**config.mk**
```make
export PLATFORM = sky130hd
export DESIGN_NAME = lap_stopwatch
export DESIGN_NICKNAME = d
export VERILOG_FILES = /design/src/rtl/lsw_pkg.sv /design/src/rtl/lap_stopwatch.sv /design/src/rtl/lsw_hms.sv
export SDC_FILE = /design/constraint.sdc
export NUM_CORES = 2
export LEC_CHECK = 0
export ABC_CLOCK_PERIOD_IN_PS = 12070
export BUFFER_PORTS_ARGS = -buffer_cell sky130_fd_sc_hd__buf_4
export CAP_MARGIN = 25
export CORE_UTILIZATION = 61
export CTS_BUF_LIST = sky130_fd_sc_hd__clkbuf_16
export DETAILED_ROUTE_END_ITERATION = 10
export PLACE_DENSITY = 0.78
export SKIP_LAST_GASP = 1
export SLEW_MARGIN = 30
export SYNTH_ARGS = -nofsm -noshare
export SYNTH_HDL_FRONTEND = slang
export SYNTH_SLANG_ARGS = --single-unit
```
**constraint.sdc**
```tcl
create_clock -name clk -period 12.07 [get_ports clk]
set_input_delay 0.6035 -clock clk [delete_from_list [all_inputs] [get_ports clk]]
set_output_delay 0.6035 -clock clk [all_outputs]
set_load 0.03 [all_outputs]
```
**src/rtl/lsw_pkg.sv**
```systemverilog
// Shared constants and types for the lap stopwatch.
// No dependencies; used by lsw_hms and lap_stopwatch.
package lsw_pkg;

  // Configuration port
  localparam int          ADDR_W           = 3;
  localparam logic [0:0]  REG_HOLD_LIMIT   = 1'b0;
  localparam logic [15:0] HOLD_LIMIT_RESET = 16'd1000;

  // Clock arithmetic
  localparam logic [31:0] SECS_PER_MIN  = 32'd60;
  localparam logic [31:0] HOURS_PER_DAY = 32'd24;
  // n/15 == (n * M15) >> 35 and n/3 == (n * M3) >> 33 for any 32-bit n
  localparam logic [31:0] M15    = 32'h8888_8889;
  localparam int          M15_SH = 35;
  localparam logic [31:0] M3     = 32'hAAAA_AAAB;
  localparam int          M3_SH  = 33;

  typedef struct packed {
    logic [4:0] hours;
    logic [5:0] minutes;
    logic [5:0] seconds;
  } hms_t;

endpackage

```
**src/rtl/lap_stopwatch.sv**
```systemverilog
// Top level of the lap stopwatch: control state, lap memory, config port.
// Depends on lsw_pkg and lsw_hms.

// One item is one poll tick; every accepted item yields exactly one result
// item, and a new item is taken every cycle while in_stall is low. All
// button handling and the lap memory write happen at the edge the item
// is accepted, so the state seen by the next item is always current. The
// result then passes a register stage holding the lap memory read, three
// constant-reciprocal multiply stages that split the total into hours,
// minutes and seconds, and the result register, five registers in all. The
// pipeline is elastic: bubbles collapse, so input keeps flowing while a
// result waits under out_stall until every stage is full. The lap memory
// (MAX_LAPS entries of split and overall time) needs no clearing pass: only
// entries below the lap count are ever used, and they are written in order
// after every clear. hold_limit sits at byte address 0 of the APB port and
// should only be written while no items are in flight.
module lap_stopwatch #(
  parameter int MAX_LAPS      = 16,
  parameter int LAPS_PER_PAGE = 4,
  localparam int CW = $clog2(MAX_LAPS + 1),
  localparam int IW = (MAX_LAPS > 1) ? $clog2(MAX_LAPS) : 1
) (
  input  logic                       clk,
  input  logic                       rst,
  // APB configuration
  input  logic                       psel,
  input  logic                       penable,
  input  logic                       pwrite,
  input  logic [lsw_pkg::ADDR_W-1:0] paddr,
  input  logic [31:0]                pwdata,
  output logic [31:0]                prdata,
  output logic                       pready,
  // input items
  input  logic                       in_valid,
  output logic                       in_stall,
  input  logic [31:0]                now_seconds,
  input  logic                       start_edge,
  input  logic                       lap_edge,
  input  logic                       lap_held,
  input  logic [15:0]                held_duration,
  input  logic                       page_edge,
  input  logic [3:0]                 lap_back,
  // result items
  output logic                       out_valid,
  input  logic                       out_stall,
  output logic [31:0]                total_time,
  output logic [4:0]                 hours,
  output logic [5:0]                 minutes,
  output logic [5:0]                 seconds,
  output logic                       is_running,
  output logic                       is_cleared,
  output logic                       show_overall,
  output logic [CW-1:0]              lap_count,
  output logic [CW-1:0]              page_count,
  output logic [IW-1:0]              current_page,
  output logic [31:0]                lap_value,
  output logic                       lap_valid
);

  localparam int PW     = (LAPS_PER_PAGE > 1) ? $clog2(LAPS_PER_PAGE) : 1;
  localparam int BW     = (CW > 4) ? CW + 1 : 5;
  localparam int SIDE_W = 3 + CW + CW + IW + 32 + 1;

  // ---------------- configuration ----------------
  logic [15:0] hold_limit;
  logic        reg_sel;

  assign reg_sel = (paddr[lsw_pkg::ADDR_W-1:2] == lsw_pkg::REG_HOLD_LIMIT);
  assign pready  = 1'b1;
  assign prdata  = reg_sel ? {16'b0, hold_limit} : 32'b0;

  always_ff @(posedge clk) begin
    if (rst) begin
      hold_limit <= lsw_pkg::HOLD_LIMIT_RESET;
    end else if (psel && penable && pwrite && reg_sel) begin
      hold_limit <= pwdata[15:0];
    end
  end

  // ---------------- timing state ----------------
  logic [31:0]   start_mark, run_span, paused_sum, prev_total;
  logic          running, cleared, overall_view;
  logic [CW-1:0] laps, pages;
  logic [IW-1:0] page_now;
  logic [PW-1:0] page_fill;   // (laps-2) mod LAPS_PER_PAGE

  logic [31:0]   start_mark_next, run_span_next, paused_sum_next, prev_total_next;
  logic          running_next, cleared_next, overall_view_next;
  logic [CW-1:0] laps_next, pages_next, laps_inc;
  logic [IW-1:0] page_next;
  logic [PW-1:0] page_fill_next;
  logic [PW:0]   fill_inc;
  logic [31:0]   total_c;
  logic          wr_en;
  logic [63:0]   wr_word;      // {split, overall}
  logic [BW-1:0] idx_full;
  logic [IW-1:0] rd_idx;
  logic          lvalid_c;
  logic          accept;

  // stage 1
  logic          s1_v;
  logic [31:0]   s1_total;
  logic          s1_run, s1_clr, s1_view, s1_lvalid;
  logic [CW-1:0] s1_laps, s1_pages;
  logic [IW-1:0] s1_page;
  logic [63:0]   rd_word, byp_word;
  logic          byp;
  logic [63:0]   lap_word;
  logic [31:0]   lap_sel;
  logic          hms_ready;

  logic [63:0] lap_mem [MAX_LAPS];

  assign in_stall = s1_v && !hms_ready;
  assign accept   = in_valid && !in_stall;

  always_comb begin
    start_mark_next   = start_mark;
    run_span_next     = run_span;
    paused_sum_next   = paused_sum;
    prev_total_next   = prev_total;
    running_next      = running;
    cleared_next      = cleared;
    overall_view_next = overall_view;
    laps_next         = laps;
    pages_next        = pages;
    page_next         = page_now;
    page_fill_next    = page_fill;
    wr_en             = 1'b0;
    laps_inc          = laps + CW'(1);
    fill_inc          = {1'b0, page_fill} + (PW + 1)'(1);

    // start / pause / continue
    if (start_edge) begin
      if (running) begin
        running_next = 1'b0;
      end else begin
        if (!cleared) paused_sum_next = paused_sum + run_span;
        start_mark_next = now_seconds;
        cleared_next    = 1'b0;
        running_next    = 1'b1;
      end
    end

    if (running_next) run_span_next = now_seconds - start_mark_next;
    total_c = run_span_next + paused_sum_next;
    wr_word = {total_c - prev_total, total_c};

    if (running_next) begin
      if (lap_edge && (laps < CW'(MAX_LAPS))) begin
        wr_en           = 1'b1;
        laps_next       = laps_inc;
        prev_total_next = total_c;
        if (laps_inc <= CW'(2)) begin
          pages_next     = CW'(1);
          page_fill_next = '0;
        end else if (fill_inc == (PW + 1)'(LAPS_PER_PAGE)) begin
          page_fill_next = '0;
          pages_next     = pages + CW'(1);
        end else begin
          page_fill_next = fill_inc[PW-1:0];
        end
      end
    end else begin
      if (lap_edge) overall_view_next = !overall_view;
      if (lap_held && (held_duration > hold_limit)) begin
        run_span_next   = '0;
        paused_sum_next = '0;
        prev_total_next = '0;
        laps_next       = '0;
        pages_next      = '0;
        page_next       = '0;
        page_fill_next  = '0;
        cleared_next    = 1'b1;
        total_c         = '0;
      end
    end

    // page cycling; page_now stays below pages whenever pages is nonzero
    if (page_edge && (pages_next > CW'(1))) begin
      if ((CW'(page_next) + CW'(1)) == pages_next) page_next = '0;
      else page_next = page_next + IW'(1);
    end

    // readback address, counted back from the newest lap
    lvalid_c = BW'(lap_back) < BW'(laps_next);
    idx_full = BW'(laps_next) - BW'(1) - BW'(lap_back);
    rd_idx   = idx_full[IW-1:0];
  end

  always_ff @(posedge clk) begin
    if (rst) begin
      start_mark   <= '0;
      run_span     <= '0;
      paused_sum   <= '0;
      prev_total   <= '0;
      running      <= 1'b0;
      cleared      <= 1'b1;
      overall_view <= 1'b1;
      laps         <= '0;
      pages        <= '0;
      page_now     <= '0;
      page_fill    <= '0;
      s1_v         <= 1'b0;
    end else begin
      if (accept) begin
        start_mark   <= start_mark_next;
        run_span     <= run_span_next;
        paused_sum   <= paused_sum_next;
        prev_total   <= prev_total_next;
        running      <= running_next;
        cleared      <= cleared_next;
        overall_view <= overall_view_next;
        laps         <= laps_next;
        pages        <= pages_next;
        page_now     <= page_next;
        page_fill    <= page_fill_next;
      end
      if (!s1_v || hms_ready) s1_v <= in_valid;
    end
  end

  // lap memory: write at the lap count, registered read with write bypass
  always_ff @(posedge clk) begin
    if (accept) begin
      if (wr_en) lap_mem[laps[IW-1:0]] <= wr_word;
      rd_word   <= lap_mem[rd_idx];
      byp       <= wr_en && (laps[IW-1:0] == rd_idx);
      byp_word  <= wr_word;
      s1_total  <= total_c;
      s1_run    <= running_next;
      s1_clr    <= cleared_next;
      s1_view   <= overall_view_next;
      s1_laps   <= laps_next;
      s1_pages  <= pages_next;
      s1_page   <= page_next;
      s1_lvalid <= lvalid_c;
    end
  end

  assign lap_word = byp ? byp_word : rd_word;
  assign lap_sel  = !s1_lvalid ? 32'b0 : (s1_view ? lap_word[31:0] : lap_word[63:32]);

  // ---------------- h/m/s split and result register ----------------
  logic [SIDE_W-1:0] side_in, side_out;
  lsw_pkg::hms_t     hms;

  assign side_in = {s1_run, s1_clr, s1_view, s1_laps, s1_pages, s1_page,
                    lap_sel, s1_lvalid};

  lsw_hms #(
    .SIDE_W (SIDE_W)
  ) u_hms (
    .clk       (clk),
    .rst       (rst),
    .in_valid  (s1_v),
    .in_ready  (hms_ready),
    .in_total  (s1_total),
    .in_side   (side_in),
    .out_valid (out_valid),
    .out_stall (out_stall),
    .out_total (total_time),
    .out_hms   (hms),
    .out_side  (side_out)
  );

  assign {is_running, is_cleared, show_overall, lap_count, page_count,
          current_page, lap_value, lap_valid} = side_out;
  assign hours   = hms.hours;
  assign minutes = hms.minutes;
  assign seconds = hms.seconds;

endmodule

```
**src/rtl/lsw_hms.sv**
```systemverilog
// Elastic pipeline splitting a 32-bit seconds count into h/m/s.
// Depends on lsw_pkg. Side data travels along unchanged.
module lsw_hms #(
  parameter int SIDE_W = 1
) (
  input  logic              clk,
  input  logic              rst,
  input  logic              in_valid,
  output logic              in_ready,
  input  logic [31:0]       in_total,
  input  logic [SIDE_W-1:0] in_side,
  output logic              out_valid,
  input  logic              out_stall,
  output logic [31:0]       out_total,
  output lsw_pkg::hms_t     out_hms,
  output logic [SIDE_W-1:0] out_side
);

  localparam int M15_SH = lsw_pkg::M15_SH;
  localparam int M3_SH  = lsw_pkg::M3_SH;

  // stage a: total/60 product
  logic              a_v;
  logic [31:0]       a_total;
  logic [SIDE_W-1:0] a_side;
  logic [61:0]       a_prod;
  // stage b: seconds, q60/60 product
  logic              b_v;
  logic [31:0]       b_total;
  logic [SIDE_W-1:0] b_side;
  logic [26:0]       b_q60;
  logic [5:0]        b_sec;
  logic [56:0]       b_prod;
  // stage c: minutes, hours/24 product
  logic              c_v;
  logic [31:0]       c_total;
  logic [SIDE_W-1:0] c_side;
  logic [5:0]        c_sec;
  logic [5:0]        c_min;
  logic [21:0]       c_q3600;
  logic [50:0]       c_prod;
  // stage d: result register
  logic              d_v;

  logic a_rdy, b_rdy, c_rdy, d_rdy;
  logic [26:0] q60;
  logic [21:0] q3600;
  logic [17:0] q24;
  logic [31:0] sec_full, min_full, hr_full;

  assign d_rdy    = !d_v || !out_stall;
  assign c_rdy    = !c_v || d_rdy;
  assign b_rdy    = !b_v || c_rdy;
  assign a_rdy    = !a_v || b_rdy;
  assign in_ready = a_rdy;

  assign q60      = a_prod[61:M15_SH];
  assign sec_full = a_total - 32'(q60) * lsw_pkg::SECS_PER_MIN;
  assign q3600    = b_prod[56:M15_SH];
  assign min_full = 32'(b_q60) - 32'(q3600) * lsw_pkg::SECS_PER_MIN;
  assign q24      = c_prod[50:M3_SH];
  assign hr_full  = 32'(c_q3600) - 32'(q24) * lsw_pkg::HOURS_PER_DAY;

  always_ff @(posedge clk) begin
    if (rst) begin
      a_v <= 1'b0;
      b_v <= 1'b0;
      c_v <= 1'b0;
      d_v <= 1'b0;
    end else begin
      if (a_rdy) a_v <= in_valid;
      if (b_rdy) b_v <= a_v;
      if (c_rdy) c_v <= b_v;
      if (d_rdy) d_v <= c_v;
    end
  end

  always_ff @(posedge clk) begin
    if (a_rdy && in_valid) begin
      a_total <= in_total;
      a_side  <= in_side;
      a_prod  <= 62'(in_total[31:2]) * 62'(lsw_pkg::M15);
    end
    if (b_rdy && a_v) begin
      b_total <= a_total;
      b_side  <= a_side;
      b_q60   <= q60;
      b_sec   <= sec_full[5:0];
      b_prod  <= 57'(q60[26:2]) * 57'(lsw_pkg::M15);
    end
    if (c_rdy && b_v) begin
      c_total <= b_total;
      c_side  <= b_side;
      c_sec   <= b_sec;
      c_min   <= min_full[5:0];
      c_q3600 <= q3600;
      c_prod  <= 51'(q3600[21:3]) * 51'(lsw_pkg::M3);
    end
    if (d_rdy && c_v) begin
      out_total       <= c_total;
      out_side        <= c_side;
      out_hms.seconds <= c_sec;
      out_hms.minutes <= c_min;
      out_hms.hours   <= hr_full[4:0];
    end
  end

  assign out_valid = d_v;

endmodule
```
# After elaboration in Yosys (flattened, before gate mapping)
# Memories as Yosys holds them, arrays and structs flattened. A register that Yosys moved wholly into a read port is not among the register bits.
# Cells that the tools add are included.
# Widths: inputs -> output; s select.
# word_totals
regBits	827
ram_bits	1024
input_bits	98
output_inout_bits	134
word_cells	155
memories	1
# op_classes
addsub	14
n_mul	6
order_cmp	5
n_eq_ne	4
n_mux	48
n_bitwise	1
reduce_logical	29
# memory_table
name	depth	width	read_ports	rd_clocked_by_memory_dff	wr	line_no	source
lap_mem	16	64	1	1	1	lap_stopwatch.sv:113	logic [63:0] lap_mem [MAX_LAPS];
# ops
op	count
$mux 32	16
$add 32x32->32	2
$mux 64	1
$sub 32x32->32	2
$mul 30x32->62 const B	1
$mul 25x32->57 const B	1
$mul 19x32->51 const B	1
$mux 5	8
$mul 27x4->4 const B	1
$mul 22x4->4 const B	1
$mul 18x2->2 const B	1
$gt 16x16->1	1
$mux 16	1
$mux 4	4
$logic_and 1x1->1	13
$mux 1	13
$sub 6x6->6	2
$add 5x1->5 const B	2
$mux 2	5
$logic_not 1->1	9
$add 4x1->5 const B	1
$eq 5x5->1	1
$gt 5x1->1 const B	1
$le 5x2->1 const B	1
14 further kinds	18

# Logic depth before layout (Yosys ltp)
# depth
depth_word	11
ltp_mapped	36

# Modules after synthesis
# Synthesis repeated with hierarchy kept, for this count alone.
# unflattened
hier_cells	5986
hier_area_um2	89943.8
# by_module_without_submodules
module	instances	cells_each	area_per_inst_um2	seq_area_each_um2
lap_stopwatch	1	3663	59315.6	39407.8
lsw_hms	1	2323	30628.1	12662.1

# Worst setup path after synthesis
# Ideal clock, no wire load.
# synth_path
path_type	input port to flip-flop
start	input out_stall
end	register u_hms.b_prod[0] (enable)
setup_time_ns	0.761
arrival_time_ns	9.179
required_ns	11.309
setup_slack_ns	2.130
cell_stages	3
path_buffers	1
cell_sequence	and3_1 clkbuf_1 a21boi_0
# synth_via
elab_chain_cells	5
# synth_lines
item	line_no	source
start: declaration	lap_stopwatch.sv:45	input logic out_stall,
$logic_not 1->1	lsw_hms.sv:51	assign d_rdy = !d_v || !out_stall;
$logic_or 1x1->1	lsw_hms.sv:51	
$logic_or 1x1->1	lsw_hms.sv:52	assign c_rdy = !c_v || d_rdy;
$logic_or 1x1->1	lsw_hms.sv:53	assign b_rdy = !b_v || c_rdy;
$logic_and 1x1->1	lsw_hms.sv:84	if (b_rdy && a_v) begin
end signal: assignment	lsw_hms.sv:89	b_prod <= 57'(q60[26:2]) * 57'(lsw_pkg::M15);
end: declaration	lsw_hms.sv:33	logic [56:0] b_prod;
# No other way between the ends.
# A chain may end at the register's enable or synchronous reset.

# Final worst setup path
# layout_path
start	register running
end	memory lap_mem[10][61], data pin
# layout_via
elab_chain_cells	6
# layout_lines
item	line_no	source
start: declaration	lap_stopwatch.sv:82	logic running, cleared, overall_view;
start signal: assignment	lap_stopwatch.sv:212	running <= running_next;
$mux 32	lap_stopwatch.sv:136	if (running) begin
$mux 32	lap_stopwatch.sv:135	if (start_edge) begin
$sub 32x32->32	lap_stopwatch.sv:146	if (running_next) run_span_next = now_seconds - start_mark_next;
$mux 32	lap_stopwatch.sv:146	
$add 32x32->32 *	lap_stopwatch.sv:147	total_c = run_span_next + paused_sum_next;
via wr_word[22]	lap_stopwatch.sv:95	logic [63:0] wr_word;
$sub 32x32->32 *	lap_stopwatch.sv:148	wr_word = {total_c - prev_total, total_c};
via wr_word[61]	lap_stopwatch.sv:95	
end: declaration	lap_stopwatch.sv:113	
# The timed path passes the listed nets; every way through them passes the cells marked *.

==> flow_metrics.env <==
export IMPL_status="complete, but fails checks"
export IMPL_violations="DRC"
export IMPL_yosysWarnings=0
export IMPL_slew_headroom_pct=29.98
export IMPL_postRouteAntennaNets=0
export IMPL_slowest_stage="o31ai_1"
export IMPL_drc_errors=41
export IMPL_min_period_ns=9.437
export IMPL_yosysSeqAreaShare_pct=58.82
export IMPL_yosys_area_top_type="edfxtp_1"
export IMPL_die_w_um=383.0
export IMPL_grt_pass1_wl_mm=319.3
export IMPL_end_kind="flop"
export IMPL_critPathMaxFanout=44
export IMPL_period_share_pct=78.18
export IMPL_start_util_pct=61.55
export IMPL_synth_top_area_share_pct=55.02
export IMPL_die_area_um2=146700
export IMPL_fin_nets=7089
export IMPL_hold_viol=0
export IMPL_rows=139
export IMPL_clock_latency_ns=0.85
export IMPL_synth_seq_cells=1790
export IMPL_rsz0062_at_grt="no"
export IMPL_start_kind="flop"
export IMPL_final_setup_tns_ns=0
export IMPL_multi_input_area_um2=34290
export IMPL_wl_per_cell_um=26.20
export IMPL_maxCapViolCount=0
export IMPL_synth_main_ff_cell="edfxtp_1"
export IMPL_grt_max_degree=122
export IMPL_core_area_um2=143800
export IMPL_overflow=0
export IMPL_syn_to_final_growth_pct=12.03
export IMPL_worstSetupPathType="reg -> reg"
export IMPL_tightest_slew_ns=1.050
export IMPL_final_common_cell="edfxtp_1"
export IMPL_finalSetupViolations=0
export IMPL_port_buffers=196
export IMPL_die_y_um=383.0
export IMPL_antenna_found_initial=11
export IMPL_synthCells=5707
export IMPL_synth_edf_count=1622
export IMPL_hold_path_class="in -> reg"
export IMPL_seq_area_um2=52070
export IMPL_routabilityCongestion=0.9266
export IMPL_clockBufferDepth=3
export IMPL_cts_max_level=4
export IMPL_crit_arrival_ns=9.95
export IMPL_cts_root_buf="clkbuf_16"
export IMPL_vias=50524
export IMPL_crit_top_cell="a21oi_1"
export IMPL_clk_pin_slew_ns=0.06
export IMPL_synth_area_um2=88520
export IMPL_firstDrtPassIters=11
export IMPL_drt_iter0_markers=5339
export IMPL_postSynthAreaPerCell_um2=15.51
export IMPL_final_max_slew_violation_count=0
export IMPL_postCtsSetupBuffers=0
export IMPL_n_fill_cell=9184
export IMPL_drive_gt1_share_pct=16.87
export IMPL_critPathRequiredTime_ns=12.59
export IMPL_grt_pass1_vias=52194
export IMPL_cts_tree="done"
export IMPL_final_cell_mix="edfxtp_1 (1622), ha_1 (679), inv_1 (593), mux4_2 (352), fa_1 (290)"
export IMPL_detail_route_vias_per_cell=6.257
export IMPL_max_stage_delay_ns=0.77
export IMPL_yosys_top_cells_area="edfxtp_1 (55%), ha_1 (9.6%), mux4_2 (9.0%), fa_1 (6.6%), dfxtp_1 (3.8%)"
export IMPL_cts_buffers=174
export IMPL_synth_async_reset_ratio_pct=0
export IMPL_utilization_pct=68.95
export IMPL_boundaryPins=232
export IMPL_max_freq_mhz=106.0
export IMPL_routed_wl_mm=211.6
export IMPL_yosys_cell_types_count=91
export IMPL_grt_use_total_pct=29.44
export IMPL_cts_sinks=1790
export IMPL_dp_hpwl_mm=129.4
export IMPL_fin_skew_ns=0.06367
[cells by family (layout without fill, tap and decap cells)]
group | after synthesis | count (layout) | synth area share, %
buffers and inverters | 746 | 1193 | 3.248
DFF | 1790 | 1790 | 58.82
adders and majority gates | 972 | 972 | 16.20
muxes | 390 | 390 | 9.393
other | 2 | 20 | 0.008483
and+or+nand+nor | 795 | 795 | 4.277
AOI/OAI and AO/OA | 822 | 822 | 6.154
xor gates and xnor gates | 190 | 190 | 1.897
[path summary, 6_finish.rpt]
kind | slack (ns) | start | depth (start not counted) | endpoint
worst min register to register | 0.39 | u_hms.c_total[23] | 0 | u_hms.out_total[23]
worst max-delay path | 2.63 | running | 28 | lap_mem[10][61]
worst min-delay path | 0.04 | pwdata[14] | 3 | hold_limit[14]
worst max register to register | 2.63 | running | 28 | lap_mem[10][61]
[cells in the mapped netlist (18+ instances only)]
cell type,n
a21oi_1,238
nand2b_1,26
and2_1,75
a211oi_1,45
nand3_1,54
inv_1,561
nor3_1,37
buf_4,19
a211o_1,18
edfxtp_1,1622
nor2b_1,42
buf_1,38
o21ai_0,138
and3_1,21
dfxtp_1,168
a22oi_1,60
clkbuf_1,123
xor2_1,67
a31oi_1,18
o211ai_1,19
nor2_1,258
mux4_2,352
a21o_1,92
fa_1,291
o21bai_1,22
o21a_1,38
nand2_1,201
xnor2_1,121
mux2i_1,32
nand4_1,27
ha_1,680
[metrics by stage]
| step | hold slack [ns] | cells | cell area (um^2) | setup WS [ns] |
|---|---|---|---|---|
| final | 0.03934 | 8075 | 99170 | 2.633 |
| after CTS | 0.001372 | 8069 | 99020 | 2.554 |
| after detailed placement | 0.4045 | 7731 | 93030 | 2.272 |
| after global placement | 0.4009 | 7731 | 92860 | 2.586 |
| after global routing | 0.01743 | 8072 | 99160 | 1.950 |
| after floorplan | 0.4003 | 5722 | 88580 | 2.130 |
[final cells by class]
type | instances | area share (%)
flip-flops and latches | 1790 | 52.51
multi-input cells | 3186 | 34.58
clock buffers | 175 | 4.416
repair buffers | 305 | 2.459
well taps | 1903 | 2.401
inverters | 563 | 2.139
clock inverters | 150 | 1.494
diodes | 3 | 0.007570
[flip-flops by register name, summed over array words and instances (netlist names), 16 cells and up]
name / flops
prev_total: 32
lap_mem: 1024
u_hms.c_side: 50
s1_total: 32
u_hms.a_total: 29
byp_word: 64
rd_word: 64
run_span: 32
u_hms.c_total: 30
u_hms.out_hms: 17
u_hms.b_total: 30
u_hms.out_side: 50
hold_limit: 16
u_hms.b_side: 50
u_hms.b_prod: 25
start_mark: 32
u_hms.a_side: 50
u_hms.a_prod: 30
u_hms.out_total: 30
paused_sum: 32
[what timing repair did]
item / in CTS / in global routing
hold buffers: 13 / 0
resized for setup: 0 / 0
hold endpoints to repair: 13 / 0
[routing by layer]
layer | GRT usage, % | up-vias | part of all wire (%)
met1 | 39.96 | 25562 | 39
met2 | 48.00 | 2486 | 48
met4 | 10.59 | 4 | 3.4
met3 | 5.412 | 420 | 9.2
met5 | 0 | - | 0.0099
li1 | - | 22052 | -
[critical path: cells and delay by family (launching register included)]
family	cells	cell delay [ns]
AO/OA/AOI/OAI	14	4.17
buffers and inverters	3	1.29
adder cells (fa/ha/maj)	3	1.28
AND/OR/NAND/NOR	6	0.98
XOR/XNOR	2	0.87
flip-flops	1	0.43
Power is left out: the tool's default activity adds up to more than one toggle a clock period on the data nets, which glitch-free logic cannot reach.
